**src/rtl/core/assert_macros.svh**
```systemverilog
// Assertion macros shared by the RTL; empty bodies when SYNTHESIS is defined.
`ifndef ASSERT_MACROS_SVH
`define ASSERT_MACROS_SVH

`ifndef SYNTHESIS

`define SAE_ASSERT(lbl, clk_i, rstn_i, prop) \
    lbl: assert property (@(posedge clk_i) disable iff (!rstn_i) prop) \
        else $error("assertion failed");

`define SAE_ASSERT_NEVER(lbl, clk_i, rstn_i, expr) \
    lbl: assert property (@(posedge clk_i) disable iff (!rstn_i) !(expr)) \
        else $error("forbidden condition seen");

`else

`define SAE_ASSERT(lbl, clk_i, rstn_i, prop)

`define SAE_ASSERT_NEVER(lbl, clk_i, rstn_i, expr)

`endif

`endif

```
**src/rtl/core/sae_pkg.sv**
```systemverilog
// Shared types and constants of the six-axis event aggregator.
`default_nettype none

package sae_pkg;

    localparam int NUM_BUTTONS_DEF    = 24;
    localparam int GAIN_FRAC_BITS_DEF = 8;
    localparam int QUEUE_DEPTH_DEF    = 4;
    localparam int BUTTON_BASE        = 256;
    localparam int AXES               = 6;
    localparam int PADDR_W            = 3;

    localparam logic [14:0] DEAD_ZONE_RST = 15'd2;
    localparam logic [15:0] GAIN_RST      = 16'd256;

    // event types
    localparam logic [1:0] EVT_SYNC  = 2'd0;
    localparam logic [1:0] EVT_KEY   = 2'd1;
    localparam logic [1:0] EVT_REL   = 2'd2;
    localparam logic [1:0] EVT_OTHER = 2'd3;

    // report kinds
    localparam logic [1:0] RPT_MOTION  = 2'd0;
    localparam logic [1:0] RPT_PRESS   = 2'd1;
    localparam logic [1:0] RPT_RELEASE = 2'd2;

    // register word index (paddr[2])
    localparam logic REG_DEAD_ZONE = 1'b0;
    localparam logic REG_GAIN      = 1'b1;

    // usec/1000 as (x * RECIP_1000) >> RECIP_SHIFT, exact for x < 2^20
    localparam int          RECIP_SHIFT = 30;
    localparam logic [20:0] RECIP_1000  = 21'd1073742;

    typedef enum logic [1:0] {
        OP_AXIS,
        OP_KEY,
        OP_SYNC
    } sae_op_kind_t;

    typedef struct packed {
        sae_op_kind_t      kind;
        logic [2:0]        slot;
        logic signed [15:0] value;
        logic [4:0]        button;
        logic              pressed;
        logic [31:0]       sec;
        logic [19:0]       usec;
    } sae_op_t;

    typedef struct packed {
        logic full;
        logic empty;
    } sae_qstat_t;

endpackage

`default_nettype wire

```
**src/rtl/core/sae_if.sv**
```systemverilog
// Event and report channel interfaces.
`default_nettype none

interface sae_event_if;
    logic               valid;
    logic               ready;
    logic [1:0]         event_type;
    logic [9:0]         event_code;
    logic signed [15:0] event_value;
    logic [31:0]        time_sec;
    logic [19:0]        time_usec;

    modport source (
        output valid, event_type, event_code, event_value, time_sec, time_usec,
        input  ready
    );
    modport sink (
        input  valid, event_type, event_code, event_value, time_sec, time_usec,
        output ready
    );
endinterface

interface sae_report_if;
    logic               valid;
    logic               ready;
    logic [1:0]         report_kind;
    logic signed [15:0] axis_x;
    logic signed [15:0] axis_y;
    logic signed [15:0] axis_z;
    logic signed [15:0] axis_rx;
    logic signed [15:0] axis_ry;
    logic signed [15:0] axis_rz;
    logic [15:0]        period_ms;
    logic [4:0]         button_index;

    modport source (
        output valid, report_kind, axis_x, axis_y, axis_z, axis_rx, axis_ry, axis_rz,
               period_ms, button_index,
        input  ready
    );
    modport sink (
        input  valid, report_kind, axis_x, axis_y, axis_z, axis_rx, axis_ry, axis_rz,
               period_ms, button_index,
        output ready
    );
endinterface

`default_nettype wire

```
**src/rtl/core/sae_front.sv**
```systemverilog
// Front end: accepts events, filters them and scales axis moves.
`default_nettype none

module sae_front #(
    parameter int NUM_BUTTONS    = sae_pkg::NUM_BUTTONS_DEF,
    parameter int GAIN_FRAC_BITS = sae_pkg::GAIN_FRAC_BITS_DEF
) (
    input  logic               clk,
    input  logic               rst_n,
    sae_event_if.sink          events,
    input  logic [14:0]        dead_zone,
    input  logic [15:0]        gain,
    input  sae_pkg::sae_qstat_t qstat,
    output logic               push,
    output sae_pkg::sae_op_t   push_op
);
    import sae_pkg::*;

    localparam logic [10:0] BTN_END   = 11'(BUTTON_BASE + NUM_BUTTONS);
    localparam logic [9:0]  BTN_FIRST = 10'(BUTTON_BASE);
    localparam logic [9:0]  AXIS_LAST = 10'd5;

    logic          adv;
    logic [15:0]   mag;
    logic          rel_ok;
    logic          key_ok;
    logic          keep;
    sae_op_kind_t  kind;
    logic [2:0]    slot;
    logic          swap;

    // stage 1: decoded item
    logic          s1_valid_reg;
    sae_op_kind_t  s1_kind_reg;
    logic [2:0]    s1_slot_reg;
    logic          s1_neg_reg;
    logic          s1_swap_reg;
    logic [15:0]   s1_mag_reg;
    logic [4:0]    s1_button_reg;
    logic          s1_pressed_reg;
    logic [31:0]   s1_sec_reg;
    logic [19:0]   s1_usec_reg;

    // stage 2: gain product
    logic          s2_valid_reg;
    sae_op_kind_t  s2_kind_reg;
    logic [2:0]    s2_slot_reg;
    logic          s2_neg_reg;
    logic          s2_swap_reg;
    logic [31:0]   s2_prod_reg;
    logic [4:0]    s2_button_reg;
    logic          s2_pressed_reg;
    logic [31:0]   s2_sec_reg;
    logic [19:0]   s2_usec_reg;

    logic [31:0]        scaled;
    logic signed [15:0] sat_value;

    assign adv          = !s2_valid_reg || !qstat.full;
    assign events.ready = adv;

    assign mag    = events.event_value[15] ? (~events.event_value + 16'd1)
                                           : events.event_value;
    assign rel_ok = (events.event_code <= AXIS_LAST) && (mag >= {1'b0, dead_zone});
    assign key_ok = (events.event_code >= BTN_FIRST) && ({1'b0, events.event_code} < BTN_END);

    always_comb
    begin
        slot = events.event_code[2:0];
        swap = 1'b0;
        unique case (events.event_code[2:0])
            3'd1:
            begin
                slot = 3'd2;
                swap = 1'b1;
            end
            3'd2:
            begin
                slot = 3'd1;
                swap = 1'b1;
            end
            3'd4:
            begin
                slot = 3'd5;
                swap = 1'b1;
            end
            3'd5:
            begin
                slot = 3'd4;
                swap = 1'b1;
            end
            default:
            begin
                slot = events.event_code[2:0];
                swap = 1'b0;
            end
        endcase
    end

    always_comb
    begin
        keep = 1'b0;
        kind = OP_SYNC;
        unique case (events.event_type)
            EVT_SYNC:
            begin
                keep = 1'b1;
                kind = OP_SYNC;
            end
            EVT_KEY:
            begin
                keep = key_ok;
                kind = OP_KEY;
            end
            EVT_REL:
            begin
                keep = rel_ok;
                kind = OP_AXIS;
            end
            EVT_OTHER:
            begin
                keep = 1'b0;
                kind = OP_SYNC;
            end
        endcase
    end

    always_ff @(posedge clk or negedge rst_n)
    begin
        if (!rst_n)
        begin
            s1_valid_reg <= 1'b0;
            s2_valid_reg <= 1'b0;
        end
        else if (adv)
        begin
            s1_valid_reg <= events.valid && keep;
            s2_valid_reg <= s1_valid_reg;
        end
    end

    always_ff @(posedge clk)
    begin
        if (adv)
        begin
            s1_kind_reg    <= kind;
            s1_slot_reg    <= slot;
            // a swapped axis is negated, so the output sign flips
            s1_neg_reg     <= events.event_value[15] ^ swap;
            s1_swap_reg    <= swap;
            s1_mag_reg     <= mag;
            s1_button_reg  <= 5'(events.event_code - BTN_FIRST);
            s1_pressed_reg <= (events.event_value != 16'sd0);
            s1_sec_reg     <= events.time_sec;
            s1_usec_reg    <= events.time_usec;

            s2_kind_reg    <= s1_kind_reg;
            s2_slot_reg    <= s1_slot_reg;
            s2_neg_reg     <= s1_neg_reg;
            s2_swap_reg    <= s1_swap_reg;
            s2_prod_reg    <= 32'(s1_mag_reg) * 32'(gain);
            s2_button_reg  <= s1_button_reg;
            s2_pressed_reg <= s1_pressed_reg;
            s2_sec_reg     <= s1_sec_reg;
            s2_usec_reg    <= s1_usec_reg;
        end
    end

    assign scaled = s2_prod_reg >> GAIN_FRAC_BITS;

    // positive results clamp at 32767; negative ones at -32768, or at -32767
    // when a positive move was clamped before the swap negated it
    always_comb
    begin
        if (s2_neg_reg)
            sat_value = (scaled >= 32'd32768) ? (s2_swap_reg ? 16'sh8001 : 16'sh8000)
                                              : -$signed(scaled[15:0]);
        else
            sat_value = (scaled > 32'd32767) ? 16'sh7fff : $signed(scaled[15:0]);
    end

    assign push            = s2_valid_reg && !qstat.full;
    assign push_op.kind    = s2_kind_reg;
    assign push_op.slot    = s2_slot_reg;
    assign push_op.value   = sat_value;
    assign push_op.button  = s2_button_reg;
    assign push_op.pressed = s2_pressed_reg;
    assign push_op.sec     = s2_sec_reg;
    assign push_op.usec    = s2_usec_reg;

endmodule

`default_nettype wire

```
**src/rtl/core/sae_queue.sv**
```systemverilog
// Short FIFO of classified items between front and back end.
`default_nettype none

module sae_queue #(
    parameter int DEPTH = sae_pkg::QUEUE_DEPTH_DEF
) (
    input  logic                clk,
    input  logic                rst_n,
    input  logic                push,
    input  sae_pkg::sae_op_t    push_op,
    input  logic                pop,
    output sae_pkg::sae_op_t    pop_op,
    output sae_pkg::sae_qstat_t qstat
);
    import sae_pkg::*;

    localparam int PTR_W = (DEPTH > 1) ? $clog2(DEPTH) : 1;
    localparam int CNT_W = $clog2(DEPTH + 1);
    localparam logic [PTR_W-1:0] PTR_LAST = PTR_W'(DEPTH - 1);
    localparam logic [CNT_W-1:0] CNT_FULL = CNT_W'(DEPTH);

    sae_op_t            entries_reg [DEPTH];
    logic [PTR_W-1:0]   wr_ptr_reg;
    logic [PTR_W-1:0]   rd_ptr_reg;
    logic [CNT_W-1:0]   count_reg;
    logic               do_push;
    logic               do_pop;

    assign qstat.full  = (count_reg == CNT_FULL);
    assign qstat.empty = (count_reg == '0);
    assign do_push     = push && !qstat.full;
    assign do_pop      = pop && !qstat.empty;
    assign pop_op      = entries_reg[rd_ptr_reg];

    always_ff @(posedge clk or negedge rst_n)
    begin
        if (!rst_n)
        begin
            wr_ptr_reg <= '0;
            rd_ptr_reg <= '0;
            count_reg  <= '0;
        end
        else
        begin
            if (do_push)
                wr_ptr_reg <= (wr_ptr_reg == PTR_LAST) ? '0 : wr_ptr_reg + 1'b1;
            if (do_pop)
                rd_ptr_reg <= (rd_ptr_reg == PTR_LAST) ? '0 : rd_ptr_reg + 1'b1;
            if (do_push && !do_pop)
                count_reg <= count_reg + 1'b1;
            else if (do_pop && !do_push)
                count_reg <= count_reg - 1'b1;
        end
    end

    always_ff @(posedge clk)
    begin
        if (do_push)
            entries_reg[wr_ptr_reg] <= push_op;
    end

endmodule

`default_nettype wire

```
**src/rtl/core/sae_back.sv**
```systemverilog
// Back end: applies items to the axis store and builds reports.
`default_nettype none

module sae_back (
    input  logic                clk,
    input  logic                rst_n,
    input  sae_pkg::sae_qstat_t qstat,
    output logic                pop,
    input  sae_pkg::sae_op_t    pop_op,
    sae_report_if.source        reports
);
    import sae_pkg::*;

    localparam logic signed [32:0] DS_HI   = 33'sd67;
    localparam logic signed [32:0] DS_LO   = -33'sd2;
    localparam logic signed [17:0] MS_MULT = 18'sd1000;

    logic adv;
    logic fire;

    // architectural state
    logic signed [15:0] axis_store_reg [AXES];
    logic               pending_reg;
    logic               last_was_key_reg;
    logic [4:0]         last_button_reg;
    logic               last_pressed_reg;
    logic [31:0]        last_sec_reg;
    logic [19:0]        last_usec_reg;
    logic [31:0]        motion_sec_reg;
    logic [19:0]        motion_usec_reg;

    // report pipeline
    logic               s1_valid_reg;
    logic               s1_key_reg;
    logic [1:0]         s1_kind_reg;
    logic [4:0]         s1_button_reg;
    logic signed [15:0] s1_axes_reg [AXES];
    logic [31:0]        s1_lsec_reg;
    logic [19:0]        s1_lusec_reg;
    logic [31:0]        s1_msec_reg;
    logic [19:0]        s1_musec_reg;

    logic               s2_valid_reg;
    logic               s2_key_reg;
    logic [1:0]         s2_kind_reg;
    logic [4:0]         s2_button_reg;
    logic signed [15:0] s2_axes_reg [AXES];
    logic signed [7:0]  s2_ds_reg;
    logic [19:0]        s2_dumag_reg;
    logic               s2_dneg_reg;

    logic               s3_valid_reg;
    logic               s3_key_reg;
    logic [1:0]         s3_kind_reg;
    logic [4:0]         s3_button_reg;
    logic signed [15:0] s3_axes_reg [AXES];
    logic signed [17:0] s3_dsms_reg;
    logic [10:0]        s3_q_reg;
    logic               s3_dneg_reg;

    logic               out_valid_reg;
    logic [1:0]         out_kind_reg;
    logic [4:0]         out_button_reg;
    logic signed [15:0] out_axes_reg [AXES];
    logic [15:0]        out_period_reg;

    logic signed [32:0] ds;
    logic signed [7:0]  ds_clamp;
    logic signed [20:0] du;
    logic [19:0]        du_mag;
    logic [40:0]        q_prod;
    logic signed [18:0] q_s;
    logic signed [18:0] ms;
    logic [15:0]        period;

    assign adv  = !out_valid_reg || reports.ready;
    assign pop  = adv && !qstat.empty;
    assign fire = pop && (pop_op.kind == OP_SYNC) && pending_reg;

    always_ff @(posedge clk or negedge rst_n)
    begin
        if (!rst_n)
        begin
            for (int i = 0; i < AXES; i++)
                axis_store_reg[i] <= '0;
            pending_reg      <= 1'b0;
            last_was_key_reg <= 1'b0;
            last_button_reg  <= '0;
            last_pressed_reg <= 1'b0;
            last_sec_reg     <= '0;
            last_usec_reg    <= '0;
            motion_sec_reg   <= '0;
            motion_usec_reg  <= '0;
        end
        else if (pop)
        begin
            unique case (pop_op.kind)
                OP_AXIS:
                begin
                    axis_store_reg[pop_op.slot] <= pop_op.value;
                    last_was_key_reg <= 1'b0;
                    last_sec_reg     <= pop_op.sec;
                    last_usec_reg    <= pop_op.usec;
                    pending_reg      <= 1'b1;
                end
                OP_KEY:
                begin
                    last_button_reg  <= pop_op.button;
                    last_pressed_reg <= pop_op.pressed;
                    last_was_key_reg <= 1'b1;
                    last_sec_reg     <= pop_op.sec;
                    last_usec_reg    <= pop_op.usec;
                    pending_reg      <= 1'b1;
                end
                OP_SYNC:
                begin
                    if (pending_reg)
                    begin
                        pending_reg <= 1'b0;
                        if (!last_was_key_reg)
                        begin
                            motion_sec_reg  <= last_sec_reg;
                            motion_usec_reg <= last_usec_reg;
                        end
                    end
                end
                default:
                begin
                    pending_reg <= pending_reg;
                end
            endcase
        end
    end

    // period = ds*1000 + du/1000; ds is clamped where the result saturates anyway
    assign ds = $signed({1'b0, s1_lsec_reg}) - $signed({1'b0, s1_msec_reg});
    assign du = $signed({1'b0, s1_lusec_reg}) - $signed({1'b0, s1_musec_reg});

    always_comb
    begin
        if (ds > DS_HI)
            ds_clamp = 8'sd67;
        else if (ds < DS_LO)
            ds_clamp = -8'sd2;
        else
            ds_clamp = ds[7:0];
    end

    assign du_mag = du[20] ? 20'(-du) : du[19:0];
    assign q_prod = 41'(s2_dumag_reg) * 41'(RECIP_1000);
    assign q_s    = $signed({8'd0, s3_q_reg});
    assign ms     = 19'(s3_dsms_reg) + (s3_dneg_reg ? -q_s : q_s);

    always_comb
    begin
        if (ms < 19'sd0)
            period = 16'd0;
        else if (ms > 19'sd65535)
            period = 16'hffff;
        else
            period = ms[15:0];
    end

    always_ff @(posedge clk or negedge rst_n)
    begin
        if (!rst_n)
        begin
            s1_valid_reg  <= 1'b0;
            s2_valid_reg  <= 1'b0;
            s3_valid_reg  <= 1'b0;
            out_valid_reg <= 1'b0;
        end
        else if (adv)
        begin
            s1_valid_reg  <= fire;
            s2_valid_reg  <= s1_valid_reg;
            s3_valid_reg  <= s2_valid_reg;
            out_valid_reg <= s3_valid_reg;
        end
    end

    always_ff @(posedge clk)
    begin
        if (adv)
        begin
            s1_key_reg    <= last_was_key_reg;
            s1_kind_reg   <= !last_was_key_reg ? RPT_MOTION
                           : (last_pressed_reg ? RPT_PRESS : RPT_RELEASE);
            s1_button_reg <= last_was_key_reg ? last_button_reg : 5'd0;
            for (int i = 0; i < AXES; i++)
                s1_axes_reg[i] <= last_was_key_reg ? 16'sd0 : axis_store_reg[i];
            s1_lsec_reg   <= last_sec_reg;
            s1_lusec_reg  <= last_usec_reg;
            s1_msec_reg   <= motion_sec_reg;
            s1_musec_reg  <= motion_usec_reg;

            s2_key_reg    <= s1_key_reg;
            s2_kind_reg   <= s1_kind_reg;
            s2_button_reg <= s1_button_reg;
            s2_axes_reg   <= s1_axes_reg;
            s2_ds_reg     <= ds_clamp;
            s2_dumag_reg  <= du_mag;
            s2_dneg_reg   <= du[20];

            s3_key_reg    <= s2_key_reg;
            s3_kind_reg   <= s2_kind_reg;
            s3_button_reg <= s2_button_reg;
            s3_axes_reg   <= s2_axes_reg;
            s3_dsms_reg   <= 18'(s2_ds_reg) * MS_MULT;
            s3_q_reg      <= 11'(q_prod >> RECIP_SHIFT);
            s3_dneg_reg   <= s2_dneg_reg;

            out_kind_reg   <= s3_kind_reg;
            out_button_reg <= s3_button_reg;
            out_axes_reg   <= s3_axes_reg;
            out_period_reg <= s3_key_reg ? 16'd0 : period;
        end
    end

    assign reports.valid        = out_valid_reg;
    assign reports.report_kind  = out_kind_reg;
    assign reports.axis_x       = out_axes_reg[0];
    assign reports.axis_y       = out_axes_reg[1];
    assign reports.axis_z       = out_axes_reg[2];
    assign reports.axis_rx      = out_axes_reg[3];
    assign reports.axis_ry      = out_axes_reg[4];
    assign reports.axis_rz      = out_axes_reg[5];
    assign reports.period_ms    = out_period_reg;
    assign reports.button_index = out_button_reg;

endmodule

`default_nettype wire

```
**src/rtl/core/six_axis_event_aggregator.sv**
```systemverilog
// Top level of the six-axis event aggregator: config registers and the datapath.
//
//  channel   dir   handshake        payload
//  events    in    valid/ready      event_type, event_code, event_value, time_sec, time_usec
//  reports   out   valid/ready      report_kind, six axes, period_ms, button_index
//  apb       in    psel/penable     paddr, pwdata, prdata (pready tied high)
//
// One item per cycle sustained while reports are not stalled; the gain multiply and the usec/1000
// reciprocal multiply each own a pipeline stage.
// Path from event to report: 2 front stages, the queue, then 4 back stages.
// Reset is asynchronous and clears all control and axis state at once.
// A stalled report holds the output register; the 4-entry queue and the
// front stages keep accepting items until the queue fills.
`default_nettype none

`include "assert_macros.svh"

module six_axis_event_aggregator #(
    parameter int NUM_BUTTONS    = sae_pkg::NUM_BUTTONS_DEF,
    parameter int GAIN_FRAC_BITS = sae_pkg::GAIN_FRAC_BITS_DEF,
    parameter int QUEUE_DEPTH    = sae_pkg::QUEUE_DEPTH_DEF
) (
    input  logic                        clk,
    input  logic                        rst_n,
    input  logic                        psel,
    input  logic                        penable,
    input  logic                        pwrite,
    input  logic [sae_pkg::PADDR_W-1:0] paddr,
    input  logic [31:0]                 pwdata,
    output logic [31:0]                 prdata,
    output logic                        pready,
    sae_event_if.sink                   events,
    sae_report_if.source                reports
);
    import sae_pkg::*;

    logic [14:0] dead_zone_reg;
    logic [15:0] gain_reg;
    logic        cfg_wr;
    logic        reg_idx;

    sae_qstat_t  qstat;
    logic        push;
    sae_op_t     push_op;
    logic        pop;
    sae_op_t     pop_op;

    assign pready  = 1'b1;
    assign cfg_wr  = psel && penable && pwrite && pready;
    assign reg_idx = paddr[2];

    always_ff @(posedge clk or negedge rst_n)
    begin
        if (!rst_n)
        begin
            dead_zone_reg <= DEAD_ZONE_RST;
            gain_reg      <= GAIN_RST;
        end
        else if (cfg_wr)
        begin
            unique case (reg_idx)
                REG_DEAD_ZONE: dead_zone_reg <= pwdata[14:0];
                REG_GAIN:      gain_reg      <= pwdata[15:0];
            endcase
        end
    end

    always_comb
    begin
        unique case (reg_idx)
            REG_DEAD_ZONE: prdata = {17'd0, dead_zone_reg};
            REG_GAIN:      prdata = {16'd0, gain_reg};
        endcase
    end

    sae_front #(
        .NUM_BUTTONS    (NUM_BUTTONS),
        .GAIN_FRAC_BITS (GAIN_FRAC_BITS)
    ) u_front (
        .clk       (clk),
        .rst_n     (rst_n),
        .events    (events),
        .dead_zone (dead_zone_reg),
        .gain      (gain_reg),
        .qstat     (qstat),
        .push      (push),
        .push_op   (push_op)
    );

    sae_queue #(
        .DEPTH (QUEUE_DEPTH)
    ) u_queue (
        .clk     (clk),
        .rst_n   (rst_n),
        .push    (push),
        .push_op (push_op),
        .pop     (pop),
        .pop_op  (pop_op),
        .qstat   (qstat)
    );

    sae_back u_back (
        .clk     (clk),
        .rst_n   (rst_n),
        .qstat   (qstat),
        .pop     (pop),
        .pop_op  (pop_op),
        .reports (reports)
    );

    `SAE_ASSERT_NEVER(a_queue_no_overflow, clk, rst_n, push && qstat.full)
    `SAE_ASSERT(a_motion_no_button, clk, rst_n, (reports.valid && (reports.report_kind == RPT_MOTION)) |-> (reports.button_index == 5'd0))
    `SAE_ASSERT(a_button_no_motion, clk, rst_n, (reports.valid && (reports.report_kind != RPT_MOTION)) |-> ((reports.period_ms == 16'd0) && (reports.axis_x == 16'sd0) && (reports.axis_rz == 16'sd0)))
    `SAE_ASSERT_NEVER(a_kind_valid, clk, rst_n, reports.valid && (reports.report_kind != RPT_MOTION) && (reports.report_kind != RPT_PRESS) && (reports.report_kind != RPT_RELEASE))

endmodule

`default_nettype wire
```
**src/flat_wrapper.sv**
```systemverilog
// flat-port wrapper written by rule: the top's interface ports become plain ports
module six_axis_event_aggregator_flat import sae_pkg::*;
#(
    parameter int NUM_BUTTONS    = sae_pkg::NUM_BUTTONS_DEF,
    parameter int GAIN_FRAC_BITS = sae_pkg::GAIN_FRAC_BITS_DEF,
    parameter int QUEUE_DEPTH    = sae_pkg::QUEUE_DEPTH_DEF
)
  (clk, rst_n, psel, penable, pwrite, paddr, pwdata, prdata, pready, events_valid, events_event_type, events_event_code, events_event_value, events_time_sec, events_time_usec, events_ready, reports_valid, reports_report_kind, reports_axis_x, reports_axis_y, reports_axis_z, reports_axis_rx, reports_axis_ry, reports_axis_rz, reports_period_ms, reports_button_index, reports_ready);
  sae_event_if events_i ();
  sae_report_if reports_i ();
  input  logic clk;
  input  logic rst_n;
  input  logic psel;
  input  logic penable;
  input  logic pwrite;
  input  logic [sae_pkg::PADDR_W-1:0] paddr;
  input  logic [31:0] pwdata;
  output logic [31:0] prdata;
  output logic pready;
  input wire logic [$bits(events_i.valid)-1:0] events_valid;
  input wire logic [$bits(events_i.event_type)-1:0] events_event_type;
  input wire logic [$bits(events_i.event_code)-1:0] events_event_code;
  input wire logic [$bits(events_i.event_value)-1:0] events_event_value;
  input wire logic [$bits(events_i.time_sec)-1:0] events_time_sec;
  input wire logic [$bits(events_i.time_usec)-1:0] events_time_usec;
  output wire logic [$bits(events_i.ready)-1:0] events_ready;
  output wire logic [$bits(reports_i.valid)-1:0] reports_valid;
  output wire logic [$bits(reports_i.report_kind)-1:0] reports_report_kind;
  output wire logic [$bits(reports_i.axis_x)-1:0] reports_axis_x;
  output wire logic [$bits(reports_i.axis_y)-1:0] reports_axis_y;
  output wire logic [$bits(reports_i.axis_z)-1:0] reports_axis_z;
  output wire logic [$bits(reports_i.axis_rx)-1:0] reports_axis_rx;
  output wire logic [$bits(reports_i.axis_ry)-1:0] reports_axis_ry;
  output wire logic [$bits(reports_i.axis_rz)-1:0] reports_axis_rz;
  output wire logic [$bits(reports_i.period_ms)-1:0] reports_period_ms;
  output wire logic [$bits(reports_i.button_index)-1:0] reports_button_index;
  input wire logic [$bits(reports_i.ready)-1:0] reports_ready;
  assign events_i.valid = events_valid;
  assign events_i.event_type = events_event_type;
  assign events_i.event_code = events_event_code;
  assign events_i.event_value = events_event_value;
  assign events_i.time_sec = events_time_sec;
  assign events_i.time_usec = events_time_usec;
  assign events_ready = events_i.ready;
  assign reports_valid = reports_i.valid;
  assign reports_report_kind = reports_i.report_kind;
  assign reports_axis_x = reports_i.axis_x;
  assign reports_axis_y = reports_i.axis_y;
  assign reports_axis_z = reports_i.axis_z;
  assign reports_axis_rx = reports_i.axis_rx;
  assign reports_axis_ry = reports_i.axis_ry;
  assign reports_axis_rz = reports_i.axis_rz;
  assign reports_period_ms = reports_i.period_ms;
  assign reports_button_index = reports_i.button_index;
  assign reports_i.ready = reports_ready;
  six_axis_event_aggregator #(.NUM_BUTTONS(NUM_BUTTONS), .GAIN_FRAC_BITS(GAIN_FRAC_BITS), .QUEUE_DEPTH(QUEUE_DEPTH)) u_core (.clk(clk), .rst_n(rst_n), .psel(psel), .penable(penable), .pwrite(pwrite), .paddr(paddr), .pwdata(pwdata), .prdata(prdata), .pready(pready), .events(events_i), .reports(reports_i));
endmodule
```
**config.mk**
```make
export PLATFORM = sky130hd
export DESIGN_NAME = six_axis_event_aggregator_flat
export DESIGN_NICKNAME = d
export VERILOG_FILES = /design/src/rtl/core/sae_pkg.sv /design/src/rtl/core/sae_if.sv /design/src/rtl/core/sae_front.sv /design/src/rtl/core/sae_queue.sv /design/src/rtl/core/sae_back.sv /design/src/rtl/core/six_axis_event_aggregator.sv /design/src/flat_wrapper.sv
export VERILOG_INCLUDE_DIRS = /design/src /design/src/rtl/core
export SDC_FILE = /design/constraint.sdc
export NUM_CORES = 2
export LEC_CHECK = 0
export ABC_AREA = 1
export BUFFER_PORTS_ARGS = -buffer_cell sky130_fd_sc_hd__buf_2
export CAP_MARGIN = 10
export CORE_MARGIN = 10
export CORE_UTILIZATION = 40
export CTS_CLUSTER_SIZE = 25
export DETAILED_ROUTE_END_ITERATION = 16
export GPL_TIMING_DRIVEN = 0
export PLACE_DENSITY = 0.52
export SLEW_MARGIN = 25
export SYNTH_ARGS = -nofsm -noshare
export SYNTH_HDL_FRONTEND = slang
export SYNTH_HIERARCHICAL = 1
export SYNTH_SLANG_ARGS = --single-unit
```
**constraint.sdc**
```tcl
create_clock -name clk -period 32.4 [get_ports clk]
set_input_delay 3.24 -clock clk [delete_from_list [all_inputs] [get_ports clk]]
set_output_delay 3.24 -clock clk [all_outputs]
set_load 0.05 [all_outputs]
```
==> reports/qor.csv <==
metric;value;unit
status;finished, final reports clean;
arrival;4.30;ns
async_flop_share;19.0;%
wl;160;mm
crit_end;prdata[2];
first_iter_violations;2886;
worst_pin_slew;0.897;ns
slew_violations;0;
die_area;190000;sq um
r2r_setup_slack;25.58;ns
critPathKind;in2out;
grt_max_degree;110;
cts-buffers-inserted;147;
largest_reg_flops;316;
ctsLongestPathBuffers;3;
clk_pin_slew;0.06;ns
port_buffers;239;
synth_compound_area_share;5.22;%
seq_area_frac_synth;55.9;%
critPathCaptureType;primary output;
fmax;0.133;GHz
antenna_found_initial;13;
io_pins;276;
grt_pass1_vias;44800;
finalSetupTns;0;ns
fin_skew;0.0327;ns
layout.nets;7626;
synth_mux_area_share;0.944;%
worstReg2RegStart;u_core/gain_reg[8];
cts.sinks;1329;
start_util;40.3;%
cp-startpoint;paddr[2];
htree_levels;4;
worstPathRequired;29.16;ns
hpwl;121;mm
groute.usage.overall;16.9;%
place.gp.congestion;0.877;
min-delay-start;u_core/u_back/s3_axes_reg[22];
rows;152;
fin_crit_sh;23.3;%
r2r_cells;20;
vias_per_cell;4.70;
crit_fanout;10;
cts_tree;done;
synth_edf_count;1077;
synth.distinct_cells;55;
syn_avg_cell_area;10.9;sq um
core;172000;sq um
cts-root-buf;clkbuf_16;
cts_resized;0;
ys_warn_count;6;
worst_setup_path_start_kind;primary input;
cap_violations;0;
rsz0062_at_grt;false;
post-cts-setup-buffers;0;
grt_pass1_wl;254;mm
dr_total_vias;43300;
die_h;436;microns
drive_above_1_share;9.66;%
grt.overflow.total;0;
synth_fa_ha_area_share;16.2;%
yosys.area_share.simple;12.4;%
synthTopCellsByArea;edfxtp_1 47%, dfrtp_1 9.0%, fa_1 8.9%;
cts_hold_buf;0;
firstDrtPassIters;5;
clk_latency;0.78;ns
synth_ff_type;edfxtp_1;
wl_per_cell;17.4;microns
die_x;436;microns
synthXorXnorAreaFrac;1.39;%
hold_viol;0;
layout_min_cycle_time;7.54;ns
hold_path_class;reg2reg;
synth_area;69200;sq um
route.antenna.remaining_nets;0;
worstReg2RegEnd;u_core/u_front/s2_prod_reg[22];
synth_top_family_by_area;adder cells;
syn_inst;6359;
ys_ff_latch;1329;
remaining_drc_errors;0;
slew_headroom;40.0;%
synth_top_area_share;46.7;%
area_delta_synth_final;13.8;%
final-setup-viol-count;0;
yosys.area.top_type;edfxtp_1;
routing by layer:
metal | wire (microns) | up-vias | track usage, %
met4 | 5390 | 12 | 5.86
li1 | - | 21400 | -
met3 | 8040 | 256 | 3.39
met1 | 71400 | 20700 | 22.2
met5 | 73 | - | 0
met2 | 75300 | 875 | 27.7
critical path, cell delays in order:
cell     delay (ns)
buf_2          0.15
inv_2          0.08
buf_2          0.24
nand2_1        0.08
nand2_1        0.18
buf_2          0.31
synthesized netlist by cell type, types with 6 or more instances:
cell type / instances
dfrtp_1: 250
nand3_1: 175
buf_2: 41
a21boi_0: 6
edfxtp_1: 1077
nor3_2: 6
xnor2_1: 28
inv_2: 6
ha_1: 403
nand2_1: 1505
nor2_2: 7
o21ai_0: 201
nor2_1: 320
mux2_2: 58
a21o_1: 13
o21a_1: 9
inv_1: 1219
buf_4: 25
nand2_2: 9
o211ai_1: 162
buf_1: 8
nor3_1: 32
nand3b_1: 8
a21oi_1: 168
a31oi_1: 6
o21bai_1: 10
fa_1: 309
nand4_1: 30
a21oi_2: 11
or2_2: 6
xor2_1: 74
nor4_1: 12
clkbuf_1: 120
logic make-up (layout without fill, tap and decap cells):
logic type,Yosys count,in the layout
AND/OR/NAND/NOR,2129,2129
buffers and inverters,1420,1953
flip-flops,1329,1329
adder cells (fa/ha/maj),712,712
AO/OA/AOI/OAI,603,603
XOR/XNOR,106,106
multiplexers,58,58
other,2,19
stage by stage:
stage	setup WS [ns]	instances	area [sq um]	utilization, %	hold slack (ns)
2_1_floorplan	16.60	6374	69300	-	0.400
3_3_place_gp	10.10	8923	73300	42.7	0.401
3_5_place_dp	24.75	8953	74100	43.2	0.405
4_1_cts	24.75	9217	78700	45.8	0.389
5_1_grt	24.72	9218	78700	45.8	0.413
6_report	24.86	9219	78700	45.8	0.404
cell type report:
type | count | area (sq um)
Antenna cell | 2 | 5.00
Buffer | 195 | 885
Clock buffer | 195 | 4020
Clock inverter | 69 | 549
Fill cell | 16000 | 93000
Inverter | 1225 | 4610
Multi-Input combinational cell | 3625 | 25200
Sequential cell | 1329 | 38600
Tap cell | 2310 | 2890
Timing Repair Buffer | 269 | 1950
how the worst min path moves through the flow:
stage | cells past startpoint | end
2_1_floorplan | 0 | u_core/u_back/reports.axis_rx[0]
4_1_cts | 0 | u_core/u_back/s1_msec_reg[29]
3_3_place_gp | 0 | u_core/u_back/s3_axes_reg[70]
3_5_place_dp | 0 | u_core/u_back/reports.axis_ry[1]
6_report | 0 | u_core/u_back/reports.axis_ry[6]
5_1_grt | 0 | u_core/u_back/s1_msec_reg[29]
placed cells by master (no fill, tap or decap), types with 8 or more instances in the layout:
cell and count:
buf_2 279, a21oi_2 11, buf_16 19, clkinv_1 27, o211ai_1 162, ha_1 403, o21ai_0 201, mux2_2 58
buf_1 8, inv_1 1218, nor4_1 12, nand2_2 9, clkinv_2 22, nand3b_1 8, nor2_1 315, a21o_1 13
a21oi_1 168, o21a_1 9, buf_12 11, xor2_1 74, conb_1 17, fa_1 309, nand2_1 1504, clkbuf_1 155
buf_4 25, xnor2_1 28, nand4_1 30, nor2_2 8, o21bai_1 10, edfxtp_1 1077, nor3_1 32, clkbuf_16 150
clkbuf_8 10, dfrtp_1 250, nand3_1 175
Power is not shown: default switching activity piles up to over one toggle a cycle in this logic, so the estimate is an artifact.
